`src/design/cl1sgd_pkg.sv`:
```
`timescale 1ns / 1ps
// Shared types, widths and codes for the cumulative L1 SGD weight update block.
// No dependencies; every other design file imports this package.
package cl1sgd_pkg;

	// Default sizes of the two weight stores
	localparam int NUM_FEATURE_WEIGHTS_DEF = 65536;
	localparam int MAX_LABELS_DEF          = 64;

	// Field widths
	localparam int IDX_IN_W = 16;
	localparam int TARGET_W = 10;
	localparam int PROB_W   = 17;
	localparam int VAL_W    = 32;
	localparam int LR_W     = 16;
	localparam int CP_W     = 31;

	// Fixed-point datapath widths
	localparam int FRAC_W     = 16;
	localparam int ROUND_HALF = 32768;
	localparam int G_W        = TARGET_W + FRAC_W + 1;   // gradient, signed
	localparam int P1_W       = LR_W + 1 + G_W;          // lr * gradient
	localparam int S_W        = P1_W - FRAC_W;           // scaled gradient
	localparam int P2_W       = S_W + VAL_W;             // scaled gradient * feature
	localparam int STEP_W     = P2_W - FRAC_W;           // weight step

	// Queue between front and back
	localparam int Q_DEPTH = 4;
	localparam int Q_AW    = $clog2(Q_DEPTH);
	localparam int QCNT_W  = $clog2(Q_DEPTH + 1);

	// Configuration port
	localparam int APB_AW      = 3;
	localparam int APB_DW      = 32;
	localparam int REG_SEL_BIT = 2;

	// Action codes
	localparam logic ACT_FEATURE    = 1'b0;
	localparam logic ACT_TRANSITION = 1'b1;

	// Register indexes
	localparam logic REG_LEARNING_RATE = 1'b0;
	localparam logic REG_CUM_PENALTY   = 1'b1;

	typedef struct packed {
		logic                       action;
		logic [IDX_IN_W-1:0]        param_index;
		logic [TARGET_W-1:0]        target;
		logic [PROB_W-1:0]          prob;
		logic signed [VAL_W-1:0]    feature_value;
	} in_item_t;

	typedef struct packed {
		logic signed [VAL_W-1:0]    new_weight;
		logic signed [VAL_W-1:0]    applied_penalty;
		logic                       saturated;
	} out_item_t;

	// Classified update waiting for the read-modify-write
	typedef struct packed {
		logic                       action;
		logic [IDX_IN_W-1:0]        param_index;
		logic                       oob;
		logic signed [STEP_W-1:0]   step;
	} upd_t;

	typedef enum logic [2:0] {
		BK_CLEAR,
		BK_IDLE,
		BK_SUM,
		BK_CLIP,
		BK_WRITE
	} back_state_t;

endpackage

```
`src/design/cl1sgd_front.sv`:
```
`timescale 1ns / 1ps
// Front end: accepts input beats, range-checks the index and computes the
// weight step through two registered multiplies. Depends on cl1sgd_pkg.
module cl1sgd_front #(
	parameter int NUM_FEATURE_WEIGHTS = cl1sgd_pkg::NUM_FEATURE_WEIGHTS_DEF,
	parameter int MAX_LABELS          = cl1sgd_pkg::MAX_LABELS_DEF
) (
	input  logic                            clk,
	input  logic                            arst_n,
	input  logic                            item_valid,
	output logic                            item_stall,
	input  cl1sgd_pkg::in_item_t            item,
	input  logic [cl1sgd_pkg::LR_W-1:0]     learning_rate,
	input  logic [cl1sgd_pkg::QCNT_W-1:0]   q_count,
	input  logic                            clearing,
	output logic                            push,
	output cl1sgd_pkg::upd_t                push_entry
);
	import cl1sgd_pkg::*;

	localparam int TR_DEPTH = MAX_LABELS * MAX_LABELS;

	logic                     accept;
	logic                     oob_in;
	logic [QCNT_W:0]          in_flight;
	logic signed [G_W-1:0]    grad;
	logic signed [P1_W-1:0]   prod1;
	logic signed [P1_W-1:0]   rnd1;
	logic signed [S_W-1:0]    s_val;
	logic signed [P2_W-1:0]   prod2;
	logic signed [P2_W-1:0]   rnd2;

	logic                     v_s1;
	logic                     act_s1;
	logic [IDX_IN_W-1:0]      idx_s1;
	logic                     oob_s1;
	logic signed [VAL_W-1:0]  fv_s1;
	logic signed [P1_W-1:0]   prod_s1;

	logic                     v_s2;
	logic                     act_s2;
	logic [IDX_IN_W-1:0]      idx_s2;
	logic                     oob_s2;
	logic signed [S_W-1:0]    s_s2;
	logic signed [P2_W-1:0]   prod_s2;

	// Hold input while clearing or while the queue could not take every beat in flight
	assign in_flight  = {1'b0, q_count} + (QCNT_W+1)'(v_s1) + (QCNT_W+1)'(v_s2);
	assign item_stall = clearing || (in_flight >= (QCNT_W+1)'(Q_DEPTH));
	assign accept     = item_valid && !item_stall;

	// Classify the index against the selected store depth
	always_comb begin
		if (item.action == ACT_TRANSITION) begin
			oob_in = 32'(item.param_index) >= 32'(TR_DEPTH);
		end else begin
			oob_in = 32'(item.param_index) >= 32'(NUM_FEATURE_WEIGHTS);
		end
	end

	// Gradient and first product
	assign grad  = $signed({1'b0, item.target, {FRAC_W{1'b0}}}) - $signed(G_W'(item.prob));
	assign prod1 = $signed({1'b0, learning_rate}) * grad;

	// Round the scaled gradient half up, then second product
	assign rnd1  = prod_s1 + $signed(P1_W'(ROUND_HALF));
	assign s_val = rnd1[FRAC_W +: S_W];
	assign prod2 = s_val * fv_s1;

	always_ff @(posedge clk or negedge arst_n) begin
		if (!arst_n) begin
			v_s1 <= 1'b0;
			v_s2 <= 1'b0;
		end else begin
			v_s1 <= accept;
			v_s2 <= v_s1;
		end
	end

	// Stage 1 payload
	always_ff @(posedge clk) begin
		if (accept) begin
			act_s1  <= item.action;
			idx_s1  <= item.param_index;
			oob_s1  <= oob_in;
			fv_s1   <= item.feature_value;
			prod_s1 <= prod1;
		end
	end

	// Stage 2 payload
	always_ff @(posedge clk) begin
		if (v_s1) begin
			act_s2  <= act_s1;
			idx_s2  <= idx_s1;
			oob_s2  <= oob_s1;
			s_s2    <= s_val;
			prod_s2 <= prod2;
		end
	end

	// Final rounding of feature steps (transition steps take the scaled gradient) and push into the queue
	assign rnd2 = prod_s2 + $signed(P2_W'(ROUND_HALF));
	always_comb begin
		push                   = v_s2;
		push_entry.action      = act_s2;
		push_entry.param_index = idx_s2;
		push_entry.oob         = oob_s2;
		if (act_s2 == ACT_TRANSITION) begin
			push_entry.step = {{(STEP_W-S_W){s_s2[S_W-1]}}, s_s2};
		end else begin
			push_entry.step = rnd2[FRAC_W +: STEP_W];
		end
	end

endmodule

```
`config.mk`:
```
export PLATFORM = sky130hd
export DESIGN_NAME = cl1sgd_front
export DESIGN_NICKNAME = d
export VERILOG_FILES = /design/src/design/cl1sgd_pkg.sv /design/src/design/cl1sgd_front.sv
export SDC_FILE = /design/constraint.sdc
export NUM_CORES = 2
export LEC_CHECK = 0
export BUFFER_PORTS_ARGS = -buffer_cell sky130_fd_sc_hd__buf_2
export CAP_MARGIN = 5
export CORE_UTILIZATION = 35
export CTS_CLUSTER_DIAMETER = 150
export DETAILED_ROUTE_END_ITERATION = 10
export SLEW_MARGIN = 20
export SYNTH_ARGS = -nofsm -noshare
export SYNTH_HDL_FRONTEND = slang
export SYNTH_SLANG_ARGS = --single-unit
```
`constraint.sdc`:
```
create_clock -name clk -period 24.1 [get_ports clk]
set_input_delay 2.41 -clock clk [delete_from_list [all_inputs] [get_ports clk]]
set_output_delay 2.41 -clock clk [all_outputs]
set_load 0.02 [all_outputs]
```
==> out/metrics.cfg <==
[drt]
routed_wl_microns=143900
avgRoutedWirePerCell_microns=18.89
wl_met1_microns=57060
via_per_inst=4.899
dr_wl_met3_microns=8045
drc=0
first_pass_iters=6
drt.antenna.violating_nets=0
vias=37340
dr.max_layer_used=met5
drt_iter0_drc=2372
dr_wl_met2_microns=72780

[global_routing]
grt_overflow=0
grt_pass1_vias=41140
grt_pass1_wl_microns=230900
grtUsageTotal_pct=19.60
grt_max_degree=81
grt_antenna_before_repair=9

[placement]
globalplace.congestion=0.8719
place_area_sq_um=56500
io_buffers=162
dpl.hpwl_microns=108800
dp_cells=7586

[hold_path]
hold_end=idx_s2[0]$_DFFE_PP_
worst_hold_startpoint=idx_s1[0]$_DFFE_PP_
hold_depth=0
holdCritPathClass=reg -> reg

[cts]
post_cts_buffers=0
cts-htree-levels=4
cts_buffers=17
clkTransAtPathRegs_ns=0.07
clk_latency_ns=0.54
cts_tree=built
cts_root_buf=clkbuf_16
post_cts_resized=0
clockBufferDepth=2
holdBufCountCts=0
cts_sinks=172

[timing]
period_minus_slack_ns=10.35
fmax_ghz=0.09660
skew_ns=0.02473
worst_slew_pin_slew_ns=1.102
finalSetupTns_ns=0
whs_ns=0.4220
setup_violations=0
hold_viol_final=0
final.period_utilization_pct=42.95
rsz0062_at_grt=no
slew_headroom_pct=26.18
slew_viol_final=0

[critical_path]
start_kind=input pin
reg2reg_from=prod_s1[15]$_DFFE_PP_
path_max_fanout=16
regToRegSetupSlack_ns=14.06
required_ns=24.36
endpoint_kind=flip-flop
r2r_end=prod_s2[49]$_DFFE_PP_
critPathArrivalTime_ns=10.61
crit_type=in -> reg
reg2reg_depth=29

[die]
rows=142
die_x_microns=392.1
io_pins=163
fp.dieArea_sq_um=153700
core_region_area_sq_um=150500
start_util_pct=35.39
die_height_microns=392.1

[logic_synthesis]
synth-compound-area-share_pct=3.106
syn_area_sq_um=53250
synth_top_family_by_area=adder cells
yosys.area_share.adder_pct=57.49
yosysWarnings=0
ys_ff_latch=172
synth_mux_area_share_pct=0.06344
synth-edff-count=170
synth-seq-area-share_pct=9.680
synth_simple_gate_area_share_pct=15.08
yosys.cell_types.count=64
syn_area_per_cell_sq_um=9.514
netlist_instances=5597
synth_ff_type=edfxtp_1
async_reset_ff_share_pct=1.163
synthesis.nets=7337
yosys.area_share.xor_xnor_pct=3.005

[final_layout]
stdcell_area_sq_um=57110
nets=7329
fin_cells=7621
drive_gt1_share_pct=5.944
synthToLayoutAreaGrowth_pct=7.249

[job]
maxCapViolCount=0

[outcome]
status=completed

[flip-flops by register name, summed over array words and instances, names as in the netlist]
| signal | cells |
|---|---|
| act_s1 | 1 |
| act_s2 | 1 |
| fv_s1 | 32 |
| idx_s1 | 16 |
| idx_s2 | 16 |
| oob_s1 | 1 |
| oob_s2 | 1 |
| prod_s1 | 29 |
| prod_s2 | 45 |
| push | 1 |
| s_s2 | 28 |
| v_s1 | 1 |
[cells in the mapped netlist (all sizes together), types with 9 or more instances]
cell,n,area share (%)
nand2b,14,0.16
a31oi,9,0.11
and4,9,0.15
a21oi,71,0.67
edfxtp,170,9.6
xnor2,104,1.7
nand3,49,0.46
o211ai,11,0.16
nor2,117,0.82
xor2,77,1.3
and3,24,0.28
fa,1343,50
clkbuf,241,1.7
ha,298,7.0
and2,485,5.7
nand4,30,0.35
nand2,914,6.4
buf,27,0.22
o21bai,11,0.16
o21ai,67,0.63
inv,1370,9.7
a21o,41,0.58
nor3,23,0.22
[cell type report]
| cell class | count | area (sq um) |
|---|---|---|
| Antenna cell | 3 | 7.507 |
| Clock buffer | 17 | 425.4 |
| Clock inverter | 15 | 175.2 |
| Fill cell | 15080 | 93380 |
| Inverter | 1370 | 5142 |
| Multi-Input combinational cell | 3787 | 42280 |
| Sequential cell | 172 | 5159 |
| Tap cell | 2016 | 2522 |
| Timing Repair Buffer | 241 | 1404 |
[worst max path at each step]
stage               slack, ns      from  depth (start not counted)               endpoint
finish                  13.75  item[35]                         27  prod_s1[43]$_DFFE_PP_
global route            13.10  item[37]                         27  prod_s1[41]$_DFFE_PP_
CTS                     13.76  item[35]                         27  prod_s1[43]$_DFFE_PP_
detailed placement      13.20  item[35]                         27  prod_s1[43]$_DFFE_PP_
global placement        12.82  item[37]                         27  prod_s1[43]$_DFFE_PP_
floorplan               14.33  item[37]                         27  prod_s1[43]$_DFFE_PP_
[metrics by stage]
| stage | worst slack [ns] | utilization, % |
|---|---|---|
| 6_report | 13.75 | 37.95 |
| 5_1_grt | 13.10 | 37.95 |
| 4_1_cts | 13.76 | 37.95 |
| 3_5_place_dp | 13.20 | 37.55 |
| 3_3_place_gp | 12.82 | 37.52 |
| 2_1_floorplan | 14.33 | - |
[worst max-delay path, cell delays in order]
cell and delay [ns]:
buf_2 0.12, nor4_1 0.42, nand2_1 0.18, or3_1 0.47
o21ai_0 0.53, nor3_1 0.16, xor2_2 0.73, nand2_1 0.18
fa_1 0.57, inv_1 0.06, fa_1 0.54, inv_1 0.05
fa_1 0.48, fa_1 0.50, fa_1 0.49, inv_1 0.05
fa_1 0.43, ha_1 0.36, a21o_1 0.20, a21oi_1 0.16
o21bai_1 0.09, a221o_1 0.31, nand2b_1 0.16, o21ai_1 0.43
o2111ai_1 0.23, a31oi_1 0.23, xnor2_1 0.08
[routing by layer]
layer	GRT usage [%]	vias to the layer above
li1	-	16220
met1	24.21	19580
met2	34.68	1226
met3	2.281	310
met4	7.841	2
met5	0	-
[placed cells by master, fill, tap and decap left out, types with 70 or more instances in the layout]
cell type,count
a21oi_1,70
and2_1,484
buf_2,162
buf_4,79
edfxtp_1,170
fa_1,1343
ha_1,298
inv_1,1370
nand2_1,914
nor2_1,116
xnor2_1,80
[logic make-up after synthesis]
kind of cell | Yosys count
AND/OR/NAND/NOR | 1704
adder cells (fa/ha/maj) | 1641
buffers and inverters | 1638
AO/OA/AOI/OAI | 258
XOR/XNOR | 181
flip-flops | 172
multiplexers | 3
Power is left out: the tool's default activity adds up to more than one toggle a clock period on the data nets, which glitch-free logic cannot reach.
