**src/design/cl1sgd_pkg.sv**
```systemverilog
`timescale 1ns / 1ps
// Shared types, widths and codes for the cumulative L1 SGD weight update block.
// No dependencies; every other design file imports this package.
package cl1sgd_pkg;

	// Default sizes of the two weight stores
	localparam int NUM_FEATURE_WEIGHTS_DEF = 65536;
	localparam int MAX_LABELS_DEF          = 64;

	// Field widths
	localparam int IDX_IN_W = 16;
	localparam int TARGET_W = 10;
	localparam int PROB_W   = 17;
	localparam int VAL_W    = 32;
	localparam int LR_W     = 16;
	localparam int CP_W     = 31;

	// Fixed-point datapath widths
	localparam int FRAC_W     = 16;
	localparam int ROUND_HALF = 32768;
	localparam int G_W        = TARGET_W + FRAC_W + 1;   // gradient, signed
	localparam int P1_W       = LR_W + 1 + G_W;          // lr * gradient
	localparam int S_W        = P1_W - FRAC_W;           // scaled gradient
	localparam int P2_W       = S_W + VAL_W;             // scaled gradient * feature
	localparam int STEP_W     = P2_W - FRAC_W;           // weight step

	// Queue between front and back
	localparam int Q_DEPTH = 4;
	localparam int Q_AW    = $clog2(Q_DEPTH);
	localparam int QCNT_W  = $clog2(Q_DEPTH + 1);

	// Configuration port
	localparam int APB_AW      = 3;
	localparam int APB_DW      = 32;
	localparam int REG_SEL_BIT = 2;

	// Action codes
	localparam logic ACT_FEATURE    = 1'b0;
	localparam logic ACT_TRANSITION = 1'b1;

	// Register indexes
	localparam logic REG_LEARNING_RATE = 1'b0;
	localparam logic REG_CUM_PENALTY   = 1'b1;

	typedef struct packed {
		logic                       action;
		logic [IDX_IN_W-1:0]        param_index;
		logic [TARGET_W-1:0]        target;
		logic [PROB_W-1:0]          prob;
		logic signed [VAL_W-1:0]    feature_value;
	} in_item_t;

	typedef struct packed {
		logic signed [VAL_W-1:0]    new_weight;
		logic signed [VAL_W-1:0]    applied_penalty;
		logic                       saturated;
	} out_item_t;

	// Classified update waiting for the read-modify-write
	typedef struct packed {
		logic                       action;
		logic [IDX_IN_W-1:0]        param_index;
		logic                       oob;
		logic signed [STEP_W-1:0]   step;
	} upd_t;

	typedef enum logic [2:0] {
		BK_CLEAR,
		BK_IDLE,
		BK_SUM,
		BK_CLIP,
		BK_WRITE
	} back_state_t;

endpackage

```
**src/design/cl1sgd_queue.sv**
```systemverilog
`timescale 1ns / 1ps
// Short FIFO of classified updates between front and back end.
// Depends on cl1sgd_pkg for the entry type and depth.
module cl1sgd_queue (
	input  logic                            clk,
	input  logic                            arst_n,
	input  logic                            push,
	input  cl1sgd_pkg::upd_t                push_entry,
	input  logic                            pop,
	output logic                            head_valid,
	output cl1sgd_pkg::upd_t                head,
	output logic [cl1sgd_pkg::QCNT_W-1:0]   count
);
	import cl1sgd_pkg::*;

	upd_t              entry_q [Q_DEPTH];
	logic [Q_AW-1:0]   wr_ptr_q;
	logic [Q_AW-1:0]   rd_ptr_q;
	logic [QCNT_W-1:0] count_q;

	assign head_valid = count_q != '0;
	assign head       = entry_q[rd_ptr_q];
	assign count      = count_q;

	// Advance pointers and occupancy
	always_ff @(posedge clk or negedge arst_n) begin
		if (!arst_n) begin
			wr_ptr_q <= '0;
			rd_ptr_q <= '0;
			count_q  <= '0;
		end else begin
			if (push) begin
				wr_ptr_q <= wr_ptr_q + 1'b1;
			end
			if (pop) begin
				rd_ptr_q <= rd_ptr_q + 1'b1;
			end
			if (push && !pop) begin
				count_q <= count_q + 1'b1;
			end else if (pop && !push) begin
				count_q <= count_q - 1'b1;
			end
		end
	end

	// Store entries
	always_ff @(posedge clk) begin
		if (push) begin
			entry_q[wr_ptr_q] <= push_entry;
		end
	end

endmodule

```
**config.mk**
```make
export PLATFORM = sky130hd
export DESIGN_NAME = cl1sgd_queue
export DESIGN_NICKNAME = d
export VERILOG_FILES = /design/src/design/cl1sgd_pkg.sv /design/src/design/cl1sgd_queue.sv
export SDC_FILE = /design/constraint.sdc
export NUM_CORES = 1
export LEC_CHECK = 0
export BUFFER_PORTS_ARGS = -buffer_cell sky130_fd_sc_hd__buf_2
export CAP_MARGIN = 10
export CELL_PAD_IN_SITES_DETAIL_PLACEMENT = 2
export CELL_PAD_IN_SITES_GLOBAL_PLACEMENT = 2
export CORE_ASPECT_RATIO = 0.8
export CORE_UTILIZATION = 30
export DETAILED_ROUTE_END_ITERATION = 12
export PLACE_DENSITY_LB_ADDON = 0.1
export REMOVE_ABC_BUFFERS = 1
export SLEW_MARGIN = 10
export SYNTH_ARGS = -nofsm -noshare
export SYNTH_HDL_FRONTEND = slang
export SYNTH_SLANG_ARGS = --single-unit
```
**constraint.sdc**
```tcl
create_clock -name clk -period 2.9 [get_ports clk]
set_input_delay 0.87 -clock clk [delete_from_list [all_inputs] [get_ports clk]]
set_output_delay 0.87 -clock clk [all_outputs]
set_load 0.05 [all_outputs]
```
==> results.sh, run 1 <==
export IMPL_drv_slew=0
export IMPL_root_buffer="clkbuf_16"
export IMPL_crit_slowest_cell="mux4_2"
export IMPL_grt_busiest_layer="met2"
export IMPL_hold_class="input port to async pin"
export IMPL_setup_tns_final_ps=-20.9
export IMPL_synth_area_leaders="edfxtp_1 (79%), mux4_2 (14%), dfrtp_1 (1.9%), buf_12 (1.3%), mux4_1 (1.1%)"
export IMPL_route_detailed_drc=0
export IMPL_globalplace_congestion=0.646
export IMPL_critical_path_max_stage_delay_ps=520
export IMPL_worstSetupPathType="flip-flop to primary output"
export IMPL_preCtsSetupSlack_ps=342
export IMPL_p_leak_nw=4.14
export IMPL_grt_pass1_vias=4952
export IMPL_fmax_ghz=0.344
export IMPL_htree_levels=1
export IMPL_worst_slack_ps=-8.97
export IMPL_track_usage=0.130
export IMPL_drt_total_wl_mm=20.4
export IMPL_first_pass_iters=4
export IMPL_cts_made_buffers=28
export IMPL_dp_final_hpwl_mm=12.1
export IMPL_clock_tree_buffer_depth=3
export IMPL_fin_hold_ws_ps=158
export IMPL_fp_row_count=57
export IMPL_end_kind="primary output"
export IMPL_fin_worst_skew_ps=9.50
export IMPL_avgSynthCellArea_um2=26.4
export IMPL_antenna_found_initial=3
export IMPL_tightest_slew_ps=429
export IMPL_via_per_inst=4.43
export IMPL_cp_start_kind="flip-flop"
export IMPL_drive_gt1_frac=0.478
export IMPL_met1_usage=0.167
export IMPL_clk_latency_ps=540
export IMPL_synth_top_area_share=0.791
export IMPL_die_w_um=200
export IMPL_yosysSeqAreaShare=0.810
export IMPL_synth_distinct_cells=18
export IMPL_fin_crit_ps=2910
export IMPL_max_slew_margin=0.714
export IMPL_multi_input_area_um2=1600
export IMPL_globalRouteMet3Util=0.0428
export IMPL_instances_no_fill=962
export IMPL_ff2ff_path_depth=4
export IMPL_drtIter0Drc=142
export IMPL_grt_first_pass_wirelength_mm=30.7
export IMPL_clock_sinks=255
export IMPL_violations="negative setup slack"
export IMPL_die_area_um2=32100
export IMPL_ff2ff_setup_slack_ps=1230
export IMPL_setup_viol=3
export IMPL_finalCritPeriodShare=1.00
export IMPL_seq_area_um2=7630
export IMPL_vias=4266
export IMPL_critPathArrivalTime_ps=2040
export IMPL_rsz0062_at_grt="true"
export IMPL_ios=132
export IMPL_synth_area_um2=9410
export IMPL_drv_cap=0
export IMPL_status="complete, but fails checks"
export IMPL_worstSetupStartpoint="rd_ptr_q[0]"
export IMPL_grt_ovfl_total=0
export IMPL_syn2layout_area_growth_pct=28.7
export IMPL_crit_chain="buf_12 -> clkbuf_16 -> mux4_2 -> buf_6"
export IMPL_critPathRequiredTime_ps=2030
export IMPL_nNetsFinal=600
export IMPL_r2r_end="entry_q[2][55]"
export IMPL_start_util=0.308
export IMPL_wire_per_inst_um=21.2
export IMPL_finalPower_mw=14.8
export IMPL_grt_max_degree=44
export IMPL_cts_clk_slew_worst_paths_ps=60
export IMPL_synthCells=357
export IMPL_cts_tree="built"
export IMPL_worstPathMaxFanout=8
export IMPL_die_h_um=160
export IMPL_synth_area_leader_cell="edfxtp_1"
export IMPL_power_density_nw_per_um2=1230
export IMPL_fill_cells=2821
export IMPL_finalHoldViolations=0
export IMPL_placed_cells=902
export IMPL_crit_end="head[11]"
export IMPL_peakVddDrop_mv=0.672
export IMPL_synth_warnings=0
export IMPL_place_port_buffers=131
export IMPL_ant_nets=0
export IMPL_core_area_um2=30600
export IMPL_ys_ff_latch=255
export IMPL_rr_startpoint="wr_ptr_q[0]"
export IMPL_gr_usage_met2=0.214
## where the power goes
group | leakage (nW) | internal (mW) | switching [mW]
Sequential | 2.36 | 4.83 | 0.174
Clock | 0.431 | 2.07 | 1.36
Combinational | 1.35 | 2.51 | 3.90
## synthesized netlist by cell type
cell	n
inv_1	4
buf_12	6
and2_1	4
fa_1	1
o21ai_0	1
ha_1	5
edfxtp_1	248
buf_6	1
mux2_2	1
or3_1	1
dfrtp_1	7
nand2_1	2
mux4_2	58
xnor2_1	2
nor2_1	1
xor2_1	4
mux4_1	4
buf_2	7
## state kept, by name, indices dropped and copies added, names as in the netlist
| name | flops |
|---|---|
| entry_q | 248 |
| rd_ptr_q | 2 |
| count | 3 |
| wr_ptr_q | 2 |
## how the worst min path moves through the flow
stage	slack [ps]	from	cells after the start	endpoint
floorplan	490	wr_ptr_q[0]	1	wr_ptr_q[0]
global route	140	arst_n	1	wr_ptr_q[1]
CTS	120	arst_n	1	wr_ptr_q[1]
global placement	470	count[2]	1	count[2]
finish	160	arst_n	1	wr_ptr_q[1]
detailed placement	480	count[2]	1	count[2]
## per-layer routing
metal  vias to the layer above  part of all wire
met5                         -                 0
met4                         0             0.021
met3                        31             0.065
met2                       104              0.48
met1                      2253              0.43
li1                       1878                 -
## cells by family (layout without fill, tap and decap cells)
| group | after synthesis | in the layout | synth area share |
|---|---|---|---|
| adder cells (fa/ha/maj) | 6 | 6 | 0.00878 |
| XOR/XNOR | 6 | 6 | 0.00559 |
| AND/OR/NAND/NOR | 8 | 8 | 0.00452 |
| other | 0 | 3 | 0 |
| multiplexers | 63 | 63 | 0.151 |
| AO/OA/AOI/OAI | 1 | 1 | 0.000531 |
| flip-flops | 255 | 255 | 0.810 |
| buffers and inverters | 18 | 207 | 0.0193 |
## worst max-delay path, delay by kind of cell, from the launching register on
family   cells  cell delay (ps)
flops        1              440
mux          1              520
buf+inv      3              530
## placed cells by master (no fill, tap or decap)
master,n
and2_4,4
buf_12,14
buf_16,2
buf_2,74
buf_4,6
buf_6,56
bufinv_16,3
clkbuf_1,6
clkbuf_16,32
clkinv_1,5
clkinv_2,4
clkinvlp_4,1
dfrtp_1,5
dfrtp_4,2
diode_2,3
edfxtp_1,248
fa_1,1
ha_1,5
inv_1,4
mux2_2,1
mux4_2,62
nand2_1,2
nor2_1,1
o21ai_0,1
or3_1,1
xnor2_1,2
xor2_1,4
## through the flow
stage | cell area (µm²) | util
2_1_floorplan | 9240 | -
3_3_place_gp | 10700 | 0.350
3_5_place_dp | 10700 | 0.350
4_1_cts | 11800 | 0.387
5_1_grt | 12100 | 0.396
6_report | 12100 | 0.396
## repair_timing
action	CTS	global route
gates resized for setup	72	69
pin swaps	0	0
endpoints found under the setup margin	56	56
cloned	0	3
buffers inserted	4	2
hold buffers	0	0
## final cells by class
type | instances | share of cell area
Sequential cell | 255 | 0.630
Multi-Input combinational cell | 84 | 0.132
Timing Repair Buffer | 155 | 0.120
Clock buffer | 35 | 0.0618
Tap cell | 413 | 0.0427
Clock inverter | 13 | 0.0113
Inverter | 4 | 0.00124
Antenna cell | 3 | 0.000620
Note: power is estimated with default switching activity, not from simulation.
==> inputs of run 2 (changes only) <==
--- a/config.mk
+++ b/config.mk
@@ -9,7 +9,7 @@
 export CAP_MARGIN = 10
 export CELL_PAD_IN_SITES_DETAIL_PLACEMENT = 2
 export CELL_PAD_IN_SITES_GLOBAL_PLACEMENT = 2
-export CORE_ASPECT_RATIO = 0.8
+export CORE_ASPECT_RATIO = 0.5
 export CORE_UTILIZATION = 30
 export DETAILED_ROUTE_END_ITERATION = 12
 export PLACE_DENSITY_LB_ADDON = 0.1
==> constraint.sdc (replaced) <==
create_clock -name clk -period 3.25 [get_ports clk]
set_input_delay 0.975 -clock clk [delete_from_list [all_inputs] [get_ports clk]]
set_output_delay 0.975 -clock clk [all_outputs]
set_load 0.05 [all_outputs]
==> results.sh, run 2 (synthesis gave the netlist of run 1 again) <==
export IMPL_status="finished, final reports clean"
export IMPL_cts_made_buffers=24
export IMPL_die_area_um2=32100
export IMPL_via_per_inst=4.37
export IMPL_globalplace_congestion=0.646
export IMPL_power_density_nw_per_um2=1050
export IMPL_die_w_um=252
export IMPL_grt_max_degree=63
export IMPL_instances_no_fill=957
export IMPL_n_antenna_cell=0
export IMPL_hold_class="input port to async pin"
export IMPL_peakVddDrop_mv=0.408
export IMPL_dp_final_hpwl_mm=12.3
export IMPL_start_util=0.308
export IMPL_clk_latency_ps=520
export IMPL_track_usage=0.129
export IMPL_vias=4185
export IMPL_drive_gt1_frac=0.457
export IMPL_cp_start_kind="flip-flop"
export IMPL_fin_worst_skew_ps=4.64
export IMPL_max_slew_margin=0.717
export IMPL_path_delay_family="flip-flops"
export IMPL_critical_path_max_stage_delay_ps=610
export IMPL_setup_viol=0
export IMPL_die_h_um=127
export IMPL_antenna_found_initial=0
export IMPL_fin_crit_ps=3050
export IMPL_syn2layout_area_growth_pct=21.8
export IMPL_grt_first_pass_wirelength_mm=30.7
export IMPL_route_detailed_drc=0
export IMPL_drtIter0Drc=177
export IMPL_cts_repair_resized=0
export IMPL_crit_slowest_cell="dfrtp_2"
export IMPL_finalCritPeriodShare=0.939
export IMPL_cts_tree="built"
export IMPL_finalHoldViolations=0
export IMPL_setup_tns_final_ps=0
export IMPL_cts_clk_slew_worst_paths_ps=70
export IMPL_nNetsFinal=589
export IMPL_critPathArrivalTime_ps=2080
export IMPL_fin_util=0.375
export IMPL_wire_per_inst_um=21.1
export IMPL_clock_sinks=255
export IMPL_htree_levels=1
export IMPL_drv_cap=0
export IMPL_fp_row_count=45
export IMPL_place_port_buffers=131
export IMPL_crit_chain="buf_12 -> mux4_2 -> buf_2"
export IMPL_end_kind="primary output"
export IMPL_root_buffer="clkbuf_16"
export IMPL_ant_nets=0
export IMPL_clock_tree_buffer_depth=3
export IMPL_grt_pass1_vias=4861
export IMPL_critPathBufInv=2
export IMPL_p_leak_nw=3.90
export IMPL_fmax_ghz=0.328
export IMPL_tightest_slew_ps=425
export IMPL_ios=132
export IMPL_largest_register="entry_q"
export IMPL_placed_cells=911
export IMPL_worstSetupPathType="flip-flop to primary output"
export IMPL_drv_slew=0
export IMPL_final_common_cell="edfxtp_1"
export IMPL_finish_instance_area_um2=11500
export IMPL_worstPathMaxFanout=38
export IMPL_first_pass_iters=4
export IMPL_ff2ff_path_depth=4
export IMPL_core_area_um2=30600
export IMPL_critPathRequiredTime_ps=2270
export IMPL_mostFrequentLayoutCells="edfxtp_1 (248), buf_2 (131), mux4_2 (58)"
export IMPL_path_depth=3
export IMPL_drt_total_wl_mm=20.2
export IMPL_rsz0062_at_grt="false"
export IMPL_grt_ovfl_total=0
export IMPL_largest_register_ffs=248
export IMPL_placed_cell_area_um2=10700
[run 2: changes by cell type in the layout (fill, tap and decap cells not counted), moves of 4 or more]
| cell | change |
|---|---|
| clkbuf_16 | -7 |
| buf_2 | +57 |
| mux4_1 | +4 |
| mux4_2 | -4 |
| buf_6 | -56 |
| buf_12 | -5 |
[run 2: final cells by class]
type	count	area [µm²]
multi-input cells	84	1620
repair buffers	148	896
clock inverters	12	128
fillers	2932	19100
flip-flops and latches	255	7630
well taps	423	529
clock buffers	31	648
inverters	4	15.0
[run 2: per-stage QoR]
stage          power (mW)  setup slack, ps  hold slack, ps
2_1_floorplan        8.02            -1180             494
3_3_place_gp         9.35              589             478
4_1_cts              12.3              125             269
5_1_grt              12.6             83.6             277
6_report             12.0              197             291
3_5_place_dp         9.39              574             479
[run 2: timing repair]
action                                 CTS  global route
hold buffers                             0             0
buffers inserted                         3             0
endpoints found under the hold margin    0             0
setup endpoints to repair                1             0
[run 2: per-layer routing]
layer | GRT usage | vias up | wire length [µm] | part of all wire
met5 | 0 | - | 0 | 0
met4 | 0.0271 | 0 | 344 | 0.017
met3 | 0.0269 | 31 | 686 | 0.034
met2 | 0.224 | 65 | 10500 | 0.52
met1 | 0.167 | 2248 | 8720 | 0.43
li1 | - | 1841 | - | -
[run 2: worst paths after layout]
| check | end | start | slack (ps) |
|---|---|---|---|
| max reg2reg | entry_q[2][44] | wr_ptr_q[0] | 1490 |
| min in group clk | count[2] | count[2] | 490 |
| max | head[7] | rd_ptr_q[1] | 200 |
| max in group asynchronous | rd_ptr_q[0] | arst_n | 2760 |
| min | count[2] | arst_n | 290 |
| min reg2reg | count[2] | count[2] | 490 |
[run 2: where the power goes]
| group | total (mW) | switching (mW) | internal (mW) |
|---|---|---|---|
| Clock | 2.83 | 1.19 | 1.64 |
| Combinational | 4.68 | 3.22 | 1.46 |
| Sequential | 4.52 | 0.213 | 4.30 |
==> inputs of run 3 (changes only) <==
--- a/config.mk
+++ b/config.mk
@@ -10,7 +10,7 @@
 export CELL_PAD_IN_SITES_DETAIL_PLACEMENT = 2
 export CELL_PAD_IN_SITES_GLOBAL_PLACEMENT = 2
 export CORE_ASPECT_RATIO = 0.5
-export CORE_UTILIZATION = 30
+export CORE_UTILIZATION = 40
 export DETAILED_ROUTE_END_ITERATION = 12
 export PLACE_DENSITY_LB_ADDON = 0.1
 export REMOVE_ABC_BUFFERS = 1
==> results.sh, run 3 (synthesis gave the netlist of run 1 again) <==
export IMPL_finish_instance_area_um2=11200
export IMPL_setup_tns_final_ps=0
export IMPL_seqPwrFrac=0.389
export IMPL_pwr_share_comb=0.389
export IMPL_globalplace_congestion=0.667
export IMPL_crit_chain="buf_12 -> mux4_2 -> buf_2"
export IMPL_ios=132
export IMPL_crit_slowest_cell="mux4_2"
export IMPL_placed_cell_area_um2=10500
export IMPL_cts_tree="built"
export IMPL_grt_max_degree=41
export IMPL_finalHoldViolations=0
export IMPL_hold_class="input port to async pin"
export IMPL_place_port_buffers=131
export IMPL_ff2ff_setup_slack_ps=1470
export IMPL_grt_ovfl_total=0
export IMPL_core_area_um2=22900
export IMPL_p_leak_nw=3.83
export IMPL_die_w_um=219
export IMPL_placed_cells=795
export IMPL_cts_made_buffers=23
export IMPL_drv_slew=0
export IMPL_grt_first_pass_wirelength_mm=31.0
export IMPL_fin_worst_skew_ps=11.8
export IMPL_seq_area_um2=7630
export IMPL_via_per_inst=5.09
export IMPL_htree_levels=1
export IMPL_intPower_mw=7.16
export IMPL_fill_cells=2029
export IMPL_end_kind="primary output"
export IMPL_mostFrequentLayoutCells="edfxtp_1 (248), buf_2 (131), mux4_2 (58)"
export IMPL_clkPwrFrac=0.222
export IMPL_r2r_end="entry_q[0][32]"
export IMPL_critical_path_max_stage_delay_ps=570
export IMPL_start_util=0.410
export IMPL_tightest_slew_ps=504
export IMPL_largest_register_ffs=248
export IMPL_antenna_found_initial=0
export IMPL_drtIter0Drc=207
export IMPL_drive_gt1_frac=0.452
export IMPL_ant_nets=0
export IMPL_critPathArrivalTime_ps=2130
export IMPL_fp_row_count=39
export IMPL_die_area_um2=24200
export IMPL_worstSetupPathType="flip-flop to primary output"
export IMPL_status="finished, final reports clean"
export IMPL_rr_startpoint="wr_ptr_q[0]"
export IMPL_vias=4242
export IMPL_worstSetupStartpoint="rd_ptr_q[0]"
export IMPL_route_detailed_drc=0
export IMPL_path_depth=3
export IMPL_instances_no_fill=834
export IMPL_fin_hold_ws_ps=301
export IMPL_cts_repair_resized=0
export IMPL_critPathBufInv=2
export IMPL_finalPower_mw=11.8
export IMPL_critPathRequiredTime_ps=2270
export IMPL_grt_pass1_vias=4871
export IMPL_multi_input_area_um2=1620
export IMPL_final_common_cell="edfxtp_1"
export IMPL_postCtsSetupRepairBufs=0
export IMPL_rsz0062_at_grt="false"
export IMPL_syn2layout_area_growth_pct=18.9
export IMPL_die_h_um=110
export IMPL_root_buffer="clkbuf_16"
export IMPL_power_density_nw_per_um2=1050
export IMPL_max_slew_margin=0.664
export IMPL_first_pass_iters=4
export IMPL_fin_crit_ps=3100
export IMPL_setup_viol=0
export IMPL_peakVddDrop_mv=0.488
export IMPL_clock_sinks=255
export IMPL_wire_per_inst_um=24.3
export IMPL_crit_end="head[19]"
export IMPL_worstPathMaxFanout=40
export IMPL_dp_final_hpwl_mm=12.8
export IMPL_finalCritPeriodShare=0.955
export IMPL_drv_cap=0
export IMPL_cp_start_kind="flip-flop"
export IMPL_largest_register="entry_q"
export IMPL_clock_tree_buffer_depth=3
export IMPL_switchingPower_mw=4.59
export IMPL_clk_latency_ps=520
export IMPL_p_sw_frac=0.391
export IMPL_nNetsFinal=585
export IMPL_path_delay_family="multiplexers"
export IMPL_track_usage=0.176
export IMPL_fmax_ghz=0.322
export IMPL_hold_buffers=0
export IMPL_cts_clk_slew_worst_paths_ps=70
export IMPL_drt_total_wl_mm=20.3
export IMPL_n_antenna_cell=0
export IMPL_ff2ff_path_depth=4
## run 3: cell type report
| type | instances | share of cell area |
|---|---|---|
| sequential | 255 | 0.682 |
| multi-input combinational | 84 | 0.144 |
| inverter | 4 | 0.00134 |
| clock buffer | 29 | 0.0535 |
| tap | 307 | 0.0343 |
| timing repair buffer | 145 | 0.0758 |
| clock inverter | 10 | 0.00861 |
## run 3: layer usage
metal  wire length, µm  GRT usage  vias to the layer above
li1                  -          -                     1842
met1              9240      0.248                     2289
met2             10000      0.285                       89
met3               771     0.0380                       22
met4               266     0.0310                        0
met5                 0          0                        -
## run 3: power groups by stage
stage / Sequential (mW) / Clock (mW) / Combinational (mW)
finish: 4.58 / 2.61 / 4.57
global route: 4.63 / 2.81 / 4.81
CTS: 4.59 / 2.69 / 4.68
detailed placement: 4.65 / 0 / 4.66
global placement: 4.60 / 0 / 4.63
floorplan: 4.84 / 0 / 3.18
## run 3: worst min-delay path by stage
stage,to,depth (start not counted),from
finish,count[2],1,arst_n
global route,count[2],1,arst_n
CTS,count[2],1,arst_n
detailed placement,count[2],1,count[2]
global placement,count[2],1,count[2]
floorplan,wr_ptr_q[0],1,wr_ptr_q[0]
## run 3: per-stage QoR
step	util	worst slack, ps
2_1_floorplan	-	-1180
3_3_place_gp	0.458	676
3_5_place_dp	0.458	667
4_1_cts	0.488	110
5_1_grt	0.488	54.4
6_report	0.488	147
